## src/sv/nhfp_pkg.sv

```systemverilog
// ----------------------------------------------------------------------------
// nhfp_pkg
// Shared types and constants for the host frame parser: phase and status
// codes, the frame marker bytes and the result record passed to the top level.
// ----------------------------------------------------------------------------
package nhfp_pkg;

    // Number of four-byte groups searched for the start code
    localparam logic [3:0] SCAN_GROUPS = 4'd10;

    // Marker bytes of the frame format
    localparam logic [7:0] MARK_FF   = 8'hFF;
    localparam logic [7:0] TFI_HOST  = 8'hD5;
    localparam logic [7:0] ERR_TFI   = 8'h7F;
    localparam logic [7:0] ERR_DCS   = 8'h81;

    // Result kinds
    localparam logic KIND_DATA   = 1'b0;
    localparam logic KIND_STATUS = 1'b1;

    typedef enum logic [3:0] {
        PH_SCAN    = 4'd0,
        PH_LEN     = 4'd1,
        PH_LCS     = 4'd2,
        PH_EXT_M   = 4'd3,
        PH_EXT_L   = 4'd4,
        PH_EXT_LCS = 4'd5,
        PH_DATA    = 4'd6,
        PH_DCS     = 4'd7,
        PH_POST    = 4'd8
    } t_phase;

    typedef enum logic [2:0] {
        ST_OK       = 3'd0,
        ST_INVALID  = 3'd1,
        ST_CHECKSUM = 3'd2,
        ST_ERRFRAME = 3'd3,
        ST_LINK     = 3'd4
    } t_status;

    typedef struct packed {
        logic       valid;
        logic       kind;
        logic [7:0] data_byte;
        t_status    status;
        logic       post_bad;
    } t_result;

endpackage

```

## src/sv/nhfp_core.sv

```systemverilog
// ----------------------------------------------------------------------------
// nhfp_core
// Frame parsing state and the per-byte decision logic. One byte is consumed
// on each step; the result for that byte is presented combinationally.
// ----------------------------------------------------------------------------
module nhfp_core import nhfp_pkg::*; (
    input  logic       i_clk,
    input  logic       i_rst_n,
    input  logic       i_step,
    input  logic [7:0] i_byte,
    input  logic       i_err,
    output t_result    o_result
);

    t_phase      r_phase,  n_phase;
    logic [3:0]  r_group,  n_group;
    logic [1:0]  r_off,    n_off;
    logic [15:0] r_window, n_window;
    logic [15:0] r_flen,   n_flen;
    logic [15:0] r_left,   n_left;
    logic [7:0]  r_sum,    n_sum;
    logic [15:0] r_lenb,   n_lenb;
    logic [7:0]  r_first,  n_first;

    // Shared decision terms
    logic [3:0] w_group_inc;
    logic       w_scan_found;
    logic       w_scan_over;
    logic       w_lcs_ext;
    logic       w_lcs_bad;
    logic       w_ext_bad;
    logic       w_errframe;
    logic       w_tfi_bad;
    logic       w_dcs_bad;
    logic       w_first;
    logic       w_clear;
    logic [7:0] w_lcs_sum;
    logic [7:0] w_ext_sum;
    logic [7:0] w_dcs_sum;
    t_result    w_res;

    assign w_group_inc  = r_group + 4'd1;
    assign w_scan_found = r_off[1] && (r_window == 16'd0) && (i_byte == MARK_FF);
    assign w_scan_over  = (r_off == 2'd3) && (w_group_inc >= SCAN_GROUPS);
    assign w_lcs_ext    = (r_lenb[7:0] == MARK_FF) && (i_byte == MARK_FF);
    assign w_lcs_sum    = r_lenb[7:0] + i_byte;
    assign w_lcs_bad    = (w_lcs_sum != 8'd0);
    assign w_ext_sum    = r_lenb[15:8] + r_lenb[7:0] + i_byte;
    assign w_ext_bad    = (w_ext_sum != 8'd0);
    assign w_errframe   = (r_flen == 16'd1) && (r_first == ERR_TFI) && (i_byte == ERR_DCS);
    assign w_tfi_bad    = (r_first != TFI_HOST);
    assign w_dcs_sum    = r_sum + i_byte;
    assign w_dcs_bad    = (w_dcs_sum != 8'd0);
    assign w_first      = (r_left == r_flen);

    // Any closing status, or an unused phase code, wipes the state
    assign w_clear = i_step && ((w_res.valid && (w_res.kind == KIND_STATUS)) ||
                                (r_phase > PH_POST));

    // Result for the byte being consumed
    always_comb begin
        w_res           = '0;
        w_res.status    = ST_OK;
        if (i_step) begin
            if (r_phase == PH_POST) begin
                w_res.valid    = 1'b1;
                w_res.kind     = KIND_STATUS;
                w_res.status   = ST_OK;
                w_res.post_bad = i_err || (i_byte != 8'd0);
            end else if (i_err) begin
                w_res.valid  = 1'b1;
                w_res.kind   = KIND_STATUS;
                w_res.status = ST_LINK;
            end else begin
                unique case (r_phase)
                    PH_SCAN: begin
                        if (!w_scan_found && w_scan_over) begin
                            w_res.valid  = 1'b1;
                            w_res.kind   = KIND_STATUS;
                            w_res.status = ST_INVALID;
                        end
                    end
                    PH_LCS: begin
                        if (!w_lcs_ext && (w_lcs_bad || (r_lenb[7:0] == 8'd0))) begin
                            w_res.valid  = 1'b1;
                            w_res.kind   = KIND_STATUS;
                            w_res.status = w_lcs_bad ? ST_CHECKSUM : ST_INVALID;
                        end
                    end
                    PH_EXT_LCS: begin
                        if (w_ext_bad || (r_lenb == 16'd0)) begin
                            w_res.valid  = 1'b1;
                            w_res.kind   = KIND_STATUS;
                            w_res.status = w_ext_bad ? ST_CHECKSUM : ST_INVALID;
                        end
                    end
                    PH_DATA: begin
                        if (!w_first) begin
                            w_res.valid     = 1'b1;
                            w_res.kind      = KIND_DATA;
                            w_res.data_byte = i_byte;
                        end
                    end
                    PH_DCS: begin
                        if (w_errframe) begin
                            w_res.valid  = 1'b1;
                            w_res.kind   = KIND_STATUS;
                            w_res.status = ST_ERRFRAME;
                        end else if (w_tfi_bad || w_dcs_bad) begin
                            w_res.valid  = 1'b1;
                            w_res.kind   = KIND_STATUS;
                            w_res.status = w_tfi_bad ? ST_INVALID : ST_CHECKSUM;
                        end
                    end
                    default: begin
                        w_res.valid = 1'b0;
                    end
                endcase
            end
        end
    end

    assign o_result = w_res;

    // Next phase and datapath state
    always_comb begin
        n_phase  = r_phase;
        n_group  = r_group;
        n_off    = r_off;
        n_window = r_window;
        n_flen   = r_flen;
        n_left   = r_left;
        n_sum    = r_sum;
        n_lenb   = r_lenb;
        n_first  = r_first;
        if (i_step && !i_err) begin
            unique case (r_phase)
                PH_SCAN: begin
                    n_window = {r_window[7:0], i_byte};
                    if (w_scan_found) begin
                        n_window = '0;
                        n_off    = '0;
                        n_group  = '0;
                        n_phase  = PH_LEN;
                    end else if (r_off == 2'd3) begin
                        n_off   = '0;
                        n_group = w_group_inc;
                    end else begin
                        n_off = r_off + 2'd1;
                    end
                end
                PH_LEN: begin
                    n_lenb  = {8'd0, i_byte};
                    n_phase = PH_LCS;
                end
                PH_LCS: begin
                    if (w_lcs_ext) begin
                        n_lenb  = '0;
                        n_phase = PH_EXT_M;
                    end else begin
                        n_flen  = {8'd0, r_lenb[7:0]};
                        n_left  = {8'd0, r_lenb[7:0]};
                        n_sum   = '0;
                        n_phase = PH_DATA;
                    end
                end
                PH_EXT_M: begin
                    n_lenb  = {i_byte, 8'd0};
                    n_phase = PH_EXT_L;
                end
                PH_EXT_L: begin
                    n_lenb  = r_lenb | {8'd0, i_byte};
                    n_phase = PH_EXT_LCS;
                end
                PH_EXT_LCS: begin
                    n_flen  = r_lenb;
                    n_left  = r_lenb;
                    n_sum   = '0;
                    n_phase = PH_DATA;
                end
                PH_DATA: begin
                    n_sum  = r_sum + i_byte;
                    n_left = r_left - 16'd1;
                    if (r_left == 16'd1) begin
                        n_phase = PH_DCS;
                    end
                    if (w_first) begin
                        n_first = i_byte;
                    end
                end
                PH_DCS: begin
                    n_phase = PH_POST;
                end
                default: begin
                    n_phase = r_phase;
                end
            endcase
        end
        // Closing status or bad phase: back to scanning, everything cleared
        if (w_clear) begin
            n_phase  = PH_SCAN;
            n_group  = '0;
            n_off    = '0;
            n_window = '0;
            n_flen   = '0;
            n_left   = '0;
            n_sum    = '0;
            n_lenb   = '0;
            n_first  = '0;
        end
    end

    // State registers
    always_ff @(posedge i_clk) begin
        if (!i_rst_n) begin
            r_phase  <= PH_SCAN;
            r_group  <= '0;
            r_off    <= '0;
            r_window <= '0;
            r_flen   <= '0;
            r_left   <= '0;
            r_sum    <= '0;
            r_lenb   <= '0;
            r_first  <= '0;
        end else begin
            r_phase  <= n_phase;
            r_group  <= n_group;
            r_off    <= n_off;
            r_window <= n_window;
            r_flen   <= n_flen;
            r_left   <= n_left;
            r_sum    <= n_sum;
            r_lenb   <= n_lenb;
            r_first  <= n_first;
        end
    end

endmodule

```

## src/sv/nfc_host_frame_parser_unit.sv

```systemverilog
// ----------------------------------------------------------------------------
// nfc_host_frame_parser_unit
// Parses host frames from a byte stream: start code search, length checks,
// payload byte forwarding and a closing status per response.
// ----------------------------------------------------------------------------
// Pipeline: two register stages; an accepted byte is held in the input
// register, then the parse logic writes its result into the result
// register.
// Throughput: one byte per cycle; the input register advances whenever the
// result register is empty or being taken.
// Reset: synchronous, active low; clears all parse state and empties both
// registers, leaving the block scanning for a start code.
module nfc_host_frame_parser_unit import nhfp_pkg::*; (
    input  logic       i_clk,
    input  logic       i_rst_n,
    input  logic       i_in_valid,
    output logic       o_in_stall,
    input  logic [7:0] i_rx_byte,
    input  logic       i_link_error,
    output logic       o_out_valid,
    input  logic       i_out_stall,
    output logic       o_kind,
    output logic [7:0] o_data_byte,
    output logic [2:0] o_status_code,
    output logic       o_postamble_bad
);

    logic       r_in_valid;
    logic [7:0] r_in_byte;
    logic       r_in_err;
    logic       r_out_valid;
    logic       r_kind;
    logic [7:0] r_data;
    logic [2:0] r_status;
    logic       r_post_bad;
    logic       w_out_free;
    logic       w_step;
    t_result    w_res;

    // Handshake: the held byte moves on when the result slot can take it
    assign w_out_free = !r_out_valid || !i_out_stall;
    assign w_step     = r_in_valid && w_out_free;
    assign o_in_stall = r_in_valid && !w_out_free;

    // Input register
    always_ff @(posedge i_clk) begin
        if (!i_rst_n) begin
            r_in_valid <= 1'b0;
        end else if (!o_in_stall) begin
            r_in_valid <= i_in_valid;
        end
    end

    always_ff @(posedge i_clk) begin
        if (!o_in_stall) begin
            r_in_byte <= i_rx_byte;
            r_in_err  <= i_link_error;
        end
    end

    nhfp_core u_core (
        .i_clk    (i_clk),
        .i_rst_n  (i_rst_n),
        .i_step   (w_step),
        .i_byte   (r_in_byte),
        .i_err    (r_in_err),
        .o_result (w_res)
    );

    // Result register
    always_ff @(posedge i_clk) begin
        if (!i_rst_n) begin
            r_out_valid <= 1'b0;
        end else if (w_out_free) begin
            r_out_valid <= w_res.valid;
        end
    end

    always_ff @(posedge i_clk) begin
        if (w_out_free) begin
            r_kind     <= w_res.kind;
            r_data     <= w_res.data_byte;
            r_status   <= w_res.status;
            r_post_bad <= w_res.post_bad;
        end
    end

    assign o_out_valid     = r_out_valid;
    assign o_kind          = r_kind;
    assign o_data_byte     = r_data;
    assign o_status_code   = r_status;
    assign o_postamble_bad = r_post_bad;

endmodule
```

## config.mk

```make
export PLATFORM = sky130hd
export DESIGN_NAME = nfc_host_frame_parser_unit
export DESIGN_NICKNAME = d
export VERILOG_FILES = /design/src/sv/nhfp_pkg.sv /design/src/sv/nhfp_core.sv /design/src/sv/nfc_host_frame_parser_unit.sv
export SDC_FILE = /design/constraint.sdc
export NUM_CORES = 1
export LEC_CHECK = 0
export ABC_AREA = 1
export BUFFER_PORTS_ARGS = -buffer_cell sky130_fd_sc_hd__buf_4
export CORE_AREA = 5 5 125 127
export CTS_CLUSTER_DIAMETER = 120
export DETAILED_ROUTE_END_ITERATION = 7
export DIE_AREA = 0 0 130 132
export GPL_TIMING_DRIVEN = 0
export PLACE_DENSITY = 0.62
export SKIP_CTS_REPAIR_TIMING = 1
export SLEW_MARGIN = 20
export SYNTH_ARGS = -nofsm -noshare
export SYNTH_HDL_FRONTEND = slang
export SYNTH_SLANG_ARGS = --single-unit
```

## constraint.sdc

```tcl
create_clock -name i_clk -period 3.5 [get_ports i_clk]
set_input_delay 0 -clock i_clk [delete_from_list [all_inputs] [get_ports i_clk]]
set_output_delay 0 -clock i_clk [all_outputs]
set_load 0.01 [all_outputs]
```

* After elaboration in Yosys (flattened, before gate mapping)
Cells that the tools add are included.
** Cells by class
- Reduce and logical (&&, ||, !) cells :: 50
- Multipliers :: 0
- Eq/ne operators :: 21
- Muxes and demuxes :: 42
- Div/mod/pow operators :: 0
- Shift operators :: 0
- Order comparisons :: 2
- Add/sub/neg operators :: 7
- Bitwise logic cells :: 4
** Operators by type and width (number)
- 16-bit case mux with 4 select lines :: 1
- 16-bit 2-to-1 mux :: 3
- 16-bit case mux with 3 select lines :: 1
- 8-bit nonzero test :: 5
- 8-bit adder :: 4
- 16-bit by 1-bit == test with 1-bit output (second input constant) :: 2
- 16-bit zero test :: 2
- 8-bit 2-to-1 mux :: 4
- 16-bit case mux with 2 select lines :: 1
- 4-bit case mux with 8 select lines :: 1
- 8-bit == test (second input constant) :: 3
- 2-bit 2-to-1 mux :: 12
- 8-bit case mux with 3 select lines :: 1
- 3-bit 2-to-1 mux :: 7
- 16-bit == test :: 1
- 4-bit by 3-bit == test with 1-bit output (second input constant) :: 4
- 4-bit 2-to-1 mux :: 4
- 16-bit by 8-bit bitwise OR with 16-bit output :: 1
- 16-bit by 1-bit subtractor with 16-bit output (second input constant) :: 1
- 3-bit AND reduction :: 5
- 14-bit 2-to-1 mux :: 1
- 1-bit logical AND :: 13
- 3-bit case mux with 4 select lines :: 1
- 10-bit 2-to-1 mux :: 1
- other kinds (27) :: 47
** Storage, ports and cells
- RAM bits :: 0
- Bits in latches :: 0
- Bits in registers :: 114
- Memories kept :: 0
- Output and inout port bits :: 15
- Bits in read-only memories :: 0
- Word-level logic and storage cells :: 144

* Depth between registers and ports, before layout
- Depth in word-level cells :: 14
- Depth in mapped cells :: 19
- Mapped depth without buffers :: 18

* Hierarchy
A second synthesis with hierarchy kept.
** Unflattened totals
- Cells, all modules :: 1019
- Area total of the unflattened synthesis :: 7268.2 um2
** By module, submodules not included
- nhfp_core :: sequential area each 1801.7 um2, area each 6510.0 um2, instances 1, cells each 984
- nfc_host_frame_parser_unit :: sequential area each 700.7 um2, area each 758.2 um2, instances 1, cells each 35

* Worst setup path before layout
OpenSTA, ideal clock, no wires.
- Path kind :: reg2reg
- Start :: reg r_in_byte[1]
- End :: reg u_core.r_left[14]
- Setup time :: 64 ps
- Path slack :: 491 ps
- Data required time :: 3436 ps
- Buffers on the path :: 1
- Data arrival time :: 2946 ps
- Cell stages (with the launch flop) :: 19
- Cell sequence :: edfxtp_1 > fa_1 > ha_1 > inv_1 > fa_1 > inv_1 > nand3_1 > nand2_1 > o21ai_0 > nor2_1 > nand3_1 > nand2_1 > nand2_1 > nor2_2 > nand3_1 > nand2_2 > nand3_4 > buf_6 > nor2_1
** On the way
- Word-level cells in the longest chain between the ends :: 13
- Elaborated cells on any way between the ends :: 34
- Those cells by class :: add/sub (3); eq/ne (3); mux (10); reduce/logical (18)
** RTL lines
- start, declared :: line nfc_host_frame_parser_unit.sv:29 : logic [7:0] r_in_byte;
- start signal, assigned :: line nfc_host_frame_parser_unit.sv:56 : r_in_byte <= i_rx_byte;
- 8-bit adder, or another cell as far along :: line nhfp_core.sv:52 : assign w_dcs_sum = r_sum + i_byte;
- 8-bit nonzero test, or another cell as far along :: line nhfp_core.sv:53 : assign w_dcs_bad = (w_dcs_sum != 8'd0);
- 1-bit logical OR, or another cell as far along :: line nhfp_core.sv:109 : end else if (w_tfi_bad || w_dcs_bad) begin
- 2-bit 2-to-1 mux, or another cell as far along :: line nhfp_core.sv:109
- 2-bit 2-to-1 mux, on equally long branches :: line nhfp_core.sv:105, nhfp_core.sv:77, nhfp_core.sv:84
- 1-bit case mux with 5 select lines :: line nhfp_core.sv:75 : unique case (r_phase)
- 2-bit 2-to-1 mux :: line nhfp_core.sv:70 : end else if (i_err) begin
- 2-bit 2-to-1 mux :: line nhfp_core.sv:65 : if (r_phase == PH_POST) begin
- 14-bit 2-to-1 mux :: line nhfp_core.sv:64 : if (i_step) begin
- 1-bit logical AND :: line nhfp_core.sv:57 : assign w_clear = i_step && ((w_res.valid && (w_res.kind == KIND_STATUS)) ||
- 1-bit logical OR :: line nhfp_core.sv:57
- 1-bit logical AND :: line nhfp_core.sv:57
- 2-bit OR reduction (no source line)
- end signal, assigned :: line nhfp_core.sv:231 : r_left <= n_left;
- end, declared :: line nhfp_core.sv:20 : logic [15:0] r_left, n_left;
Parallel ways exist; a longest one is shown, timed or not.
A chain may end at the register's enable or synchronous reset.

* Worst setup path after layout
- Start :: reg r_in_byte[1]
- End :: reg u_core.r_flen[1]
** On the way
- Word-level cells in the longest chain between the ends :: 13
- Elaborated cells on any way between the ends :: 34
- Those cells by class :: add/sub (3); eq/ne (3); mux (10); reduce/logical (18)
** RTL lines
- 8-bit adder, or another cell as far along :: line nhfp_core.sv:52
- 8-bit nonzero test, or another cell as far along :: line nhfp_core.sv:53
- 1-bit logical OR, or another cell as far along :: line nhfp_core.sv:109
- 2-bit 2-to-1 mux, or another cell as far along :: line nhfp_core.sv:109
- 2-bit 2-to-1 mux, on equally long branches :: line nhfp_core.sv:105, nhfp_core.sv:77, nhfp_core.sv:84
- 1-bit case mux with 5 select lines :: line nhfp_core.sv:75
- 2-bit 2-to-1 mux :: line nhfp_core.sv:70
- 2-bit 2-to-1 mux :: line nhfp_core.sv:65
- 14-bit 2-to-1 mux :: line nhfp_core.sv:64
- 1-bit logical AND :: line nhfp_core.sv:57
- 1-bit logical OR :: line nhfp_core.sv:57
- 1-bit logical AND :: line nhfp_core.sv:57
- 2-bit OR reduction (no source line)
- end signal, assigned :: line nhfp_core.sv:230 : r_flen <= n_flen;
- end, declared :: line nhfp_core.sv:19 : logic [15:0] r_flen, n_flen;
Parallel ways exist; a longest one is shown, timed or not.

==> results.json <==
{
  "status": "complete, no violations",
  "nets": 1107,
  "synthesis.nets": 1038,
  "antenna_left": 0,
  "grt_pass1_wl_mm": 31.82,
  "num_rows": 44,
  "power_per_cell_area_mw_per_mm2": 389.3,
  "cpMaxStageDelayCell": "fa_1",
  "cp_top_family": "adder cells",
  "cpMostUsedCell": "nor2_1",
  "peakVddDrop_mv": 0.3270,
  "area_growth_pct": 18.82,
  "antenna_found_initial": 0,
  "yosysWarnings": 0,
  "rsz0062_at_grt": "no",
  "finalWirelength_mm": 20.36,
  "slew_headroom_pct": 53.38,
  "min_period_ns": 3.324,
  "worst_slew_pin_slew_ns": 0.6976,
  "clk_latency_ns": 0.43,
  "hold_viol_final": 0,
  "synth.distinct_cells": 51,
  "synthDominantCellAreaShare_pct": 26.03,
  "r2r_slack_ns": 0.18,
  "multiInputGateArea_mm2": 0.003869,
  "hpwl_mm": 14.48,
  "stdcell_count": 1248,
  "final_max_slew_viol_count": 0,
  "cts_tree": "built",
  "final-setup-viol-count": 0,
  "dieArea_mm2": 0.01716,
  "gp_congestion": 0.8764,
  "fin_crit_sh_pct": 94.97,
  "synth-seq-cells": 114,
  "cts_buffers": 17,
  "drcViolationCount": 0,
  "r2r_start": "r_in_byte[1]",
  "die_x_um": 130,
  "power_leakage_nw": 3.761,
  "synthFlopType": "dfxtp_1",
  "utilization_pct": 58.72,
  "synthArstFlopShare_pct": 0,
  "seq_area_frac_synth_pct": 35.37,
  "antenna_cells": 0,
  "criticalPathCategory": "register to register",
  "yosys.area.top_type": "dfxtp_1",
  "crit_required_ns": 3.86,
  "synth_area_mm2": 0.007074,
  "vias_per_cell": 5.256,
  "syn_avg_cell_area_um2": 7.204,
  "clock_sinks": 114,
  "holdCritStartpoint": "i_rx_byte[7]",
  "worst_setup_path_end_kind": "register",
  "crit_start": "r_in_byte[1]",
  "max_freq_mhz": 300.8,
  "grt-ovfl-total": 0,
  "drive_gt1_share_pct": 14.00,
  "num_vias": 6559,
  "dieHeight_um": 132,
  "fin_skew_ns": 0.009059,
  "cp.depth": 17,
  "io_pins": 28,
  "coreArea_mm2": 0.01431,
  "dr.pass1.iters": 6,
  "detailedPlace.worstSlack_ns": -0.1059,
  "synth_edf_count": 22,
  "grt_max_degree": 17,
  "n_fill_cell": 1368,
  "critPathBufInv": 2,
  "start_util_pct": 49.42,
  "hold_class": "input pin to register",
  "drt_iter0_markers": 567,
  "io_buffers": 27,
  "dp_cells": 1193,
  "max_stage_delay_ns": 0.53,
  "drt-wirelength-per-cell_um": 16.32,
  "cts.path.max_buffers": 2,
  "arrival_ns": 3.68,
  "drv_cap": 0,
  "seq_area_mm2": 0.002504,
  "root_buffer": "clkbuf_16",
  "start_kind": "register",
  "htreeDepth": 4,
  "synthTopCellsByArea": "dfxtp_1 (26%), nand2_1 (9.8%), edfxtp_1 (9.3%)",
  "cp_cell_sequence": "fa_1 -> ha_2 -> inv_1 -> fa_2 -> nand2_1 -> nor2_1 -> o21ai_1 -> nor2_1 -> nand3_2 -> nand2_1 -> nand2_2 -> nor2_4 -> nand3_2 -> nand2_4 -> nand3_4 -> clkbuf_16 -> nor2_1",
  "setup_ws_ns": 0.1761,
  "reg2reg_depth": 17,
  "crit_path_max_fanout": 5,
  "r2r_end": "u_core.r_flen[1]",
  "grt_pass1_vias": 6125,
  "endpoint": "u_core.r_flen[1]",
  "track_usage_pct": 23.79,
  "syn_inst": 982,
  "clkTransAtPathRegs_ns": 0.05
}
[metal layers]
layer,vias up,global-route usage (%),wire [um]
met3,21,6.280,1115
met2,189,35.21,9152
met1,3033,34.27,9815
li1,3316,-,-
met4,0,6.640,278
met5,-,0,0
[sequential cells by signal (all words and copies together) (netlist names)]
| signal | count |
|---|---|
| o_data_byte | 8 |
| o_kind | 1 |
| o_out_valid | 1 |
| o_postamble_bad | 1 |
| o_status_code | 3 |
| r_in_byte | 8 |
| r_in_err | 1 |
| r_in_valid | 1 |
| u_core.r_first | 8 |
| u_core.r_flen | 16 |
| u_core.r_group | 4 |
| u_core.r_left | 16 |
| u_core.r_lenb | 16 |
| u_core.r_off | 2 |
| u_core.r_phase | 4 |
| u_core.r_sum | 8 |
| u_core.r_window | 16 |
[cells in the mapped netlist (9+ instances only)]
cell and n:
nor3_1 12, a21oi_1 31, nor2_2 31, a22oi_1 9, inv_1 151, nand4_1 24, nand2_1 184, o21ai_0 73
nor2_1 149, nand3_1 43, dfxtp_1 92, fa_1 10, xnor2_1 11, edfxtp_1 22, ha_1 33, buf_6 9
[power by group]
part | switching (mW) | internal, mW
clock network | 0.598 | 1.06
logic | 0.134 | 0.101
registers | 0.0255 | 1.36
[worst min-delay path by stage]
stage	to	slack, ns	cells past startpoint
2_1_floorplan	r_in_byte[0]	0.1	0
3_3_place_gp	r_in_byte[3]	0.18	1
3_5_place_dp	r_in_byte[1]	0.18	1
4_1_cts	r_in_byte[2]	-0.26	1
5_1_grt	r_in_byte[6]	0.28	2
6_report	r_in_byte[7]	0.29	2
[metrics by stage]
step | cell area [um^2] | total power, mW | setup TNS (ns) | hold WS [ns]
6_report | 8406 | 3.272 | 0 | 0.2926
5_1_grt | 8406 | 3.381 | 0 | 0.2796
4_1_cts | 8058 | 3.234 | -8.857 | -0.2552
3_5_place_dp | 7507 | 1.597 | -6.968 | 0.1795
3_3_place_gp | 7507 | 1.596 | -5.472 | 0.1781
2_1_floorplan | 7074 | 1.522 | 0 | 0.09887
[worst reg2reg max path, stage by stage (launching register included)]
cell and delay [ns]:
edfxtp_1 0.49, fa_1 0.53, ha_2 0.19, inv_1 0.05
fa_2 0.51, nand2_1 0.05, nor2_1 0.10, o21ai_1 0.08
nor2_1 0.12, nand3_2 0.13, nand2_1 0.10, nand2_2 0.08
nor2_4 0.12, nand3_2 0.09, nand2_4 0.14, nand3_4 0.18
clkbuf_16 0.22, nor2_1 0.08
[cells in the final DEF (no fill, tap or decap), drive strengths merged, types with 9 or more instances in the layout]
cell	instances
nor2	181
edfxtp	22
nor3	14
a21oi	31
dlygate4sd3	12
xnor2	11
clkbuf	34
o21ai	74
nand4	24
buf	50
ha	33
inv	157
nand2	187
fa	10
dfxtp	92
nand3	47
a22oi	9
[cells by family after synthesis]
logic type                 count (synthesis)  synth area share [%]
adders and majority gates                 43                 8.666
muxes                                     11                 1.698
DFF                                      114                 35.37
buffers and inverters                    183                 10.86
xor gates and xnor gates                  19                 2.352
AOI/OAI and AO/OA                        143                 11.41
and+or+nand+nor                          469                 29.64
[layout make-up]
| class | instances | share of cell area, % |
|---|---|---|
| multi-input combinational | 687 | 46.03 |
| sequential | 114 | 29.79 |
| inverter | 160 | 7.145 |
| clock buffer | 25 | 5.537 |
| timing repair buffer | 48 | 5.478 |
| tap | 184 | 2.739 |
| buffer | 23 | 2.277 |
| clock inverter | 7 | 1.012 |
Power figures use the tool's default switching activity.
